--- src/design/cae_pkg.sv ---
// Types, constants and the divide-by-five helper of the cross average filter.
// Depends on nothing; used by every module of the block.
package cae_pkg;

    localparam int CFG_DATA_W = 11;

    typedef enum logic [1:0] {
        CFG_IMAGE_WIDTH       = 2'd0,
        CFG_IMAGE_HEIGHT      = 2'd1,
        CFG_CHANNEL_THRESHOLD = 2'd2,
        CFG_SUM_THRESHOLD     = 2'd3
    } cfg_index_t;

    localparam logic [7:0] CH_THR_RESET  = 8'd25;
    localparam logic [9:0] SUM_THR_RESET = 10'd50;

    localparam logic ACTION_PIXEL = 1'b0;
    localparam logic ACTION_DRAIN = 1'b1;

    // channel 0 red, 1 green, 2 blue, 3 alpha
    typedef logic [3:0][7:0] pixel_t;

    typedef struct packed {
        logic       action;
        logic [7:0] in_red;
        logic [7:0] in_green;
        logic [7:0] in_blue;
        logic [7:0] in_alpha;
    } s_item_t;

    typedef struct packed {
        logic [7:0] out_red;
        logic [7:0] out_green;
        logic [7:0] out_blue;
        logic [7:0] out_alpha;
        logic       frame_done;
    } m_item_t;

    typedef struct packed {
        pixel_t center;
        pixel_t left;
        pixel_t right;
        pixel_t top;
        pixel_t bottom;
        logic   has_left;
        logic   has_right;
        logic   has_top;
        logic   has_bottom;
        logic   frame_done;
    } win_t;

    localparam logic [10:0] DIV5_MUL   = 11'd1639;
    localparam int          DIV5_SHIFT = 13;

    // floor(s / 5) for s up to 1275
    function automatic logic [7:0] div5(input logic [10:0] s);
        logic [21:0] p;
        p = 22'(s) * 22'(DIV5_MUL);
        return p[DIV5_SHIFT +: 8];
    endfunction

endpackage

--- src/design/cae_filter.sv ---
// Cross average, threshold decision and the result register.
// Depends on cae_pkg; takes windows from cae_window.
module cae_filter import cae_pkg::*; (
    input  logic       aclk,
    input  logic       aresetn,
    input  logic [7:0] ch_thr,
    input  logic [9:0] sum_thr,
    input  logic       win_valid,
    output logic       win_ready,
    input  win_t       win,
    output logic       m_valid,
    input  logic       m_ready,
    output m_item_t    m_data
);

    logic    m_valid_reg, m_valid_next;
    m_item_t m_data_reg;
    pixel_t  result;

    always_comb begin
        pixel_t      l_sel, r_sel, t_sel, b_sel, avg;
        logic [10:0] s;
        logic [7:0]  d;
        logic [9:0]  sumd;
        logic        take;

        l_sel = win.has_left   ? win.left   : win.center;
        r_sel = win.has_right  ? win.right  : win.center;
        t_sel = win.has_top    ? win.top    : win.center;
        b_sel = win.has_bottom ? win.bottom : win.center;
        sumd  = '0;
        take  = 1'b0;
        avg   = '0;
        for (int k = 0; k < 4; k++) begin
            s = 11'(win.center[k]) + 11'(l_sel[k]) + 11'(r_sel[k])
              + 11'(t_sel[k]) + 11'(b_sel[k]);
            avg[k] = div5(s);
        end
        for (int k = 0; k < 3; k++) begin
            d = (avg[k] > win.center[k]) ? avg[k] - win.center[k]
                                         : win.center[k] - avg[k];
            if (d > ch_thr) begin
                take = 1'b1;
            end
            sumd = sumd + 10'(d);
        end
        if (sumd > sum_thr) begin
            take = 1'b1;
        end
        result = take ? avg : win.center;
    end

    assign win_ready = !m_valid_reg || m_ready;

    always_comb begin
        m_valid_next = m_valid_reg;
        if (win_ready) begin
            m_valid_next = win_valid;
        end
    end

    always_ff @(posedge aclk) begin
        if (!aresetn) begin
            m_valid_reg <= 1'b0;
        end else begin
            m_valid_reg <= m_valid_next;
        end
    end

    always_ff @(posedge aclk) begin
        if (win_valid && win_ready) begin
            m_data_reg.out_red    <= result[0];
            m_data_reg.out_green  <= result[1];
            m_data_reg.out_blue   <= result[2];
            m_data_reg.out_alpha  <= result[3];
            m_data_reg.frame_done <= win.frame_done;
        end
    end

    assign m_valid = m_valid_reg;
    assign m_data  = m_data_reg;

endmodule

--- config.mk ---
export PLATFORM = sky130hd
export DESIGN_NAME = cae_filter
export DESIGN_NICKNAME = d
export VERILOG_FILES = /design/src/design/cae_pkg.sv /design/src/design/cae_filter.sv
export SDC_FILE = /design/constraint.sdc
export NUM_CORES = 1
export LEC_CHECK = 0
export ABC_AREA = 1
export BUFFER_PORTS_ARGS = -buffer_cell sky130_fd_sc_hd__buf_2
export CAP_MARGIN = 10
export CORE_MARGIN = 8
export CORE_UTILIZATION = 40
export DETAILED_ROUTE_END_ITERATION = 10
export PLACE_DENSITY_LB_ADDON = 0.12
export SLEW_MARGIN = 20
export SYNTH_ARGS = -nofsm -noshare
export SYNTH_HDL_FRONTEND = slang
export SYNTH_SLANG_ARGS = --single-unit
--- constraint.sdc ---
create_clock -name aclk -period 16.4 [get_ports aclk]
set_input_delay 3.28 -clock aclk [delete_from_list [all_inputs] [get_ports aclk]]
set_output_delay 3.28 -clock aclk [all_outputs]
set_load 0.02 [all_outputs]
Word-level counts from Yosys, hierarchy flattened --
Index checks and enable logic that the tools add are counted. Widths: inputs -> output; s select.
Storage, ports and cells: bits in registers 34, bits of input ports 187, output and inout port bits 35, logic and storage cells 56
Operators by class: add/sub/neg operators 24, $mul 4, order comparisons 7, multiplexer cells 12, reduce and logical (&&, ||, !) cells 3
Operator list (count):
- $mux 32 | 5
- $mul 11x11->21 const B | 4
- $add 9x8->10 | 5
- $gt 8x8->1 | 6
- $sub 8x8->8 | 6
- $add 8x8->9 | 5
- $add 10x8->11 | 4
- $add 11x8->11 | 4
- $mux 8 | 3
- $gt 10x10->1 | 1
- $mux 1 | 4
- $logic_and 1x1->1 | 1
- $logic_not 1->1 | 1
- $logic_or 1x1->1 | 1

Longest topological paths before layout --
Gate-level depths: netlist of run 1.
depth in word-level cells 14, gate-level depth with buffers 67, gate-level depth less buffers 63

Worst setup path after synthesis of run 1 --
Ideal clock, no wire load.
path type in2reg, start input win[3] in the netlist's numbering, end register m_data_reg, in the netlist m_data[20] (data pin), library setup time 259 ps, data arrival time 14324 ps, data required time 16141 ps, slack 1817 ps, cell stages on the path 59, buffers on the path 3, cell sequence clkbuf_1 > clkbuf_1 > nor2_1 > a21oi_1 > fa_1 > fa_1 > fa_1 > inv_1 > ha_1 > inv_1 > fa_1 > o21ai_2 > nand2_1 > nand2_1 > a21oi_1 > xnor2_1 > ha_1 > inv_1 > [... 23 more ...] > inv_1 > ha_1 > inv_1 > fa_1 > o21ai_0 > a21oi_1 > o21bai_1 > a21oi_1 > nor2_1 > ha_1 > a21o_1 > nor2_1 > nand3_1 > nand2_2 > nand4_2 > buf_4 > nand2_1 > o21ai_2
RTL lines:
- start: declaration | line cae_filter.sv:10 | input win_t win,
- end: declaration | line cae_filter.sv:17 | m_item_t m_data_reg;

==> results of run 1 <==
-- layer usage --
metal	track usage	up-vias	routed length (um)
li1	-	8956	-
met2	0.354	331	27100
met1	0.266	8182	27400
met5	0	-	50
met4	0.0436	8	1210
met3	0.0331	59	2670
-- how the worst min path moves through the flow --
stage,from,to,slack [ns]
finish,m_valid,m_valid,0.56
global route,m_valid,m_valid,0.59
CTS,m_valid,m_valid,0.56
detailed placement,m_valid,m_valid,0.55
global placement,m_valid,m_valid,0.53
floorplan,m_valid,m_valid,0.73
-- through the flow --
stage | cell area (um2) | util
2_1_floorplan | 20100 | -
3_3_place_gp | 21900 | 0.439
3_5_place_dp | 21900 | 0.439
4_1_cts | 22100 | 0.442
5_1_grt | 22100 | 0.443
6_report | 22100 | 0.443
-- placed cells by master, fill, tap and decap left out, types with 3 or more instances in the layout --
cell / netlist / layout
o21ai_1: 20 / 20
xnor2_1: 29 / 29
o211ai_1: 10 / 10
edfxtp_1: 33 / 33
ha_1: 386 / 386
nor2_1: 170 / 170
nor3_1: 19 / 19
o21ai_2: 10 / 10
inv_2: 8 / 8
clkbuf_16: 0 / 5
a21o_1: 17 / 17
inv_1: 669 / 669
nand2_2: 7 / 7
diode_2: 0 / 4
o21ai_0: 96 / 96
xor2_1: 49 / 48
nor2_2: 3 / 3
fa_1: 243 / 243
buf_2: 4 / 219
nand3_1: 97 / 97
o21a_1: 6 / 6
a21boi_2: 3 / 3
a21oi_2: 4 / 4
nand3b_1: 7 / 7
nand2_1: 518 / 518
nand4_1: 34 / 34
o21bai_1: 23 / 23
a21oi_1: 195 / 194
buf_4: 11 / 11
and2_1: 4 / 4
-- area by class of cell --
cell class	count	area, um2
fillers	5233	27800
multi-input cells	1978	16300
inverters	677	2540
repair buffers	232	1190
flip-flops and latches	34	1010
well taps	672	841
clock buffers	5	125
clock inverters	3	45.0
diodes	4	10.0
-- timing repair --
action / CTS / global route
setup buffers: 0 / 0
endpoints found under the setup margin: 0 / 32
resized for setup: 0 / 3
-- worst max-delay path: cells and delay by family --
kind,cells,cell delay [ns]
xor+xnor,3,0.55
fa+ha+maj,17,6.63
simple gates,16,1.61
buf+inv,13,1.56
compound gates,10,1.90
-- logic make-up after synthesis --
family                   share of synthesized area
buffers and inverters                        0.139
XOR/XNOR                                    0.0340
AND/OR/NAND/NOR                              0.181
flip-flops                                  0.0503
adder cells (fa/ha/maj)                      0.483
AO/OA/AOI/OAI                                0.113
==> flow_summary.ini, run 1 <==
[synthesis]
ys_seq_elements = 34
yosysTopAreaCellShare = 0.242
synth_nets = 3553
synth-edff-count = 33
yosysWarnings = 0
synth_ff_type = edfxtp_1
netlist_area_um2 = 20100
synthArstFlopShare = 0
synth_area_leaders = fa_1 (24%), ha_1 (24%), inv_1 (12%), nand2_1 (9.7%), edfxtp_1 (4.9%)
synth_top_area_cell = fa_1
synth_common_cells = inv_1 (669), nand2_1 (518), ha_1 (386)
yosysSeqAreaShare = 0.0503
synth_cell_type_count = 51
synthCells = 2737
syn_avg_cell_area_um2 = 7.34
synth_most_common_cell = inv_1

[placement]
dpl.cell_count = 3593
dp_slack_ns = 0.450
dp_hpwl_um = 52700
globalplace.congestion = 0.922
port-buffer-count = 221

[clock_tree]
clk-insertion-delay-late_ns = 0.31
clockRootBuffer = clkbuf_16
cts_hold_buffers = 0
ctsLongestPathBuffers = 2
path_clk_slew_ns = 0.06
cts_sinks = 34
h-tree-depth = 2
cts_buffers = 5
cts_tree = built

[worst_setup_path]
critPathCaptureType = register
crit_start = win[3]
r2r_slack_ns = 15.08
rr_worst_depth = 2
cp.arrival_ns = 15.55
cp-endpoint = m_data[5]
cp_slowest_stage_delay_ns = 0.49
criticalPathCategory = input pin to register
critPathRequiredTime_ns = 16.56
reg2reg_from = m_valid
critPathMaxFanout = 25
critPathLaunchType = input pin
slowest_stage = fa_1
rr_endpoint = m_data[21]
crit_top_cell = fa_1

[timing]
hold_slack_ns = 0.557
tightest_slew_ns = 1.11
setup_viol = 0
skew_ns = 0.00949
max_freq_mhz = 65.0
worst_slack_ns = 1.01
min_period_over_period = 0.938
report.final.slew_viol_count = 0
setup_tns_ns = 0
layout_min_cycle_time_ns = 15.39
hold_viol = 0
rsz0062_at_grt = false
maxSlewHeadroom = 0.261

[final_layout]
final_cells = 3605
largest_reg_flops = 33
area_growth_pct = 9.88
nNetsFinal = 3744
drive_gt1_frac = 0.0983

[drt]
drtAntennaViolNets = 0
drc = 0
vias = 17500
drtIter0Drc = 736
detail_route.vias_per_cell = 4.86
dr.pass1.iters = 5
wl_per_cell_um = 16.2
drt_wl_total_um = 58500

[grt]
grt_max_degree = 38
grt_pass1_wl_um = 94500
grt_overflow_total = 0
grtUsageTotal = 0.204
antenna_found_initial = 7
grt_pass1_vias = 18600

[run]
maxCapViolCount = 0

[die]
start_util = 0.403
die_h_um = 240
num_io_pins = 222
dieArea_um2 = 57700
die_w_um = 240
fp-row-count = 82
core_um2 = 49900

[outcome]
status = completed

[min_path]
min_path_cells = 2
hp-class = register to register
Power of run 1 is left out: the tool's default activity adds up to more than one toggle a clock period on the data nets, which glitch-free logic cannot reach.
==> inputs of run 2 (changes only) <==
Settings changed: CORE_UTILIZATION 40 to 45.
==> run 2 against run 1 <==
Net effect: clock-buffer cell count is 1 higher; sequential share of layout area hardly changed; first-iteration DRC count is 29% higher; global-route usage is 1.8 points higher.
==> flow_summary.ini, run 2 (synthesis gave the netlist of run 1 again) <==
[worst_setup_path]
cp_slowest_stage_delay_ns = 0.49
rr_worst_depth = 2
rr_endpoint = m_data[21]
slowest_stage = fa_1
r2r_slack_ns = 15.09
cp-endpoint = m_data[1]
critPathCaptureType = register
critPathLaunchType = input pin
reg2reg_from = m_valid
crit_start = win[3]
criticalPathCategory = input pin to register
cp.arrival_ns = 15.48
critPathMaxFanout = 42
critPathRequiredTime_ns = 16.43
crit_top_cell = fa_1

[placement]
port-buffer-count = 221
dp_hpwl_um = 51500
post_dp_cell_area_um2 = 21800
globalplace.congestion = 0.937

[drt]
vias = 17700
drtAntennaViolNets = 0
drtIter0Drc = 947
detail_route.vias_per_cell = 5.04
drt_wl_total_um = 57200
dr.pass1.iters = 5
drc = 0
wl_per_cell_um = 16.2

[grt]
grt_overflow_total = 0
antenna_found_initial = 4
grtUsageTotal = 0.222
grt_pass1_wl_um = 92100
grt_max_degree = 43
grt_pass1_vias = 18100

[final_layout]
final_core_util = 0.497
area_growth_pct = 9.15
drive_gt1_frac = 0.0976
layout_commonest_cell = inv_1
fillCellCount = 4571
design_area_um2 = 21900
largest_reg_flops = 33
layout_common_cells = inv_1 (669), nand2_1 (518), ha_1 (386)
nNetsFinal = 3744

[timing]
report.final.slew_viol_count = 0
setup_tns_ns = 0
setup_viol = 0
tightest_slew_ns = 0.773
skew_ns = 0.00550
min_period_over_period = 0.942
hold_viol = 0
maxSlewHeadroom = 0.483
max_freq_mhz = 64.7
layout_min_cycle_time_ns = 15.44
rsz0062_at_grt = false

[die]
num_io_pins = 222
start_util = 0.455
die_h_um = 227
dieArea_um2 = 51700
core_um2 = 44100
fp-row-count = 77
die_w_um = 227

[min_path]
hp-class = register to register

[clock_tree]
cts_hold_buffers = 0
ctsLongestPathBuffers = 2
clockRootBuffer = clkbuf_16
cts_buffers = 5
path_clk_slew_ns = 0.06
clk-insertion-delay-late_ns = 0.30
cts_tree = built
cts_sinks = 34
h-tree-depth = 2
cts_resized = 0
post_cts_buffers = 0

[run]
maxCapViolCount = 0

[outcome]
status = completed
-- run 2: cell count changes in the layout (fill, tap and decap cells not counted), sizes merged --
cell / previous run / this run
buf: 230 / 231
clkinv: 0 / 2
diode: 4 / 1
bufinv: 1 / 0
clkinvlp: 2 / 0
-- run 2: through the flow --
step                instances  hold WS [ns]  setup slack, ns
finish                   3522         0.555            0.956
floorplan                2737         0.729             1.82
CTS                      3521         0.560            0.774
global route             3521         0.584           0.0554
global placement         3513         0.529            0.548
detailed placement       3513         0.555            0.480
-- run 2: worst min path at each step --
stage                  from  endpoint  slack [ns]  cells after the start
floorplan           m_valid   m_valid        0.73                      2
global placement    m_valid   m_valid        0.53                      2
detailed placement  m_valid   m_valid        0.55                      2
CTS                 m_valid   m_valid        0.56                      2
global route        m_valid   m_valid        0.58                      2
finish              m_valid   m_valid        0.56                      2
-- run 2: area by class of cell --
type                            count  area [um2]  share of cell area
Tap cell                          592         741              0.0338
Clock buffer                        6         129             0.00588
Sequential cell                    34        1010              0.0461
Antenna cell                        1        2.50            0.000114
Timing Repair Buffer              232        1190              0.0545
Multi-Input combinational cell   1978       16300               0.743
Clock inverter                      2        8.76            0.000399
Inverter                          677        2540               0.116
-- run 2: routing by layer --
layer / share of wire / track usage / wire, um / vias to the layer above
met5: 0.00047 / 0 / 27 / -
met1: 0.46 / 0.302 / 26400 / 8359
met4: 0.013 / 0.0364 / 736 / 4
met2: 0.47 / 0.381 / 27000 / 397
met3: 0.052 / 0.0264 / 2970 / 42
li1: - / - / - / 8937
-- run 2: critical path, delay by kind of cell --
family	cells	cell delay, ns
xor gates and xnor gates	3	0.65
and+or+nand+nor	15	1.49
adders and majority gates	17	6.70
AOI/OAI and AO/OA	10	1.90
buffers and inverters	12	1.45
Power of run 2 is left out for the same reason.
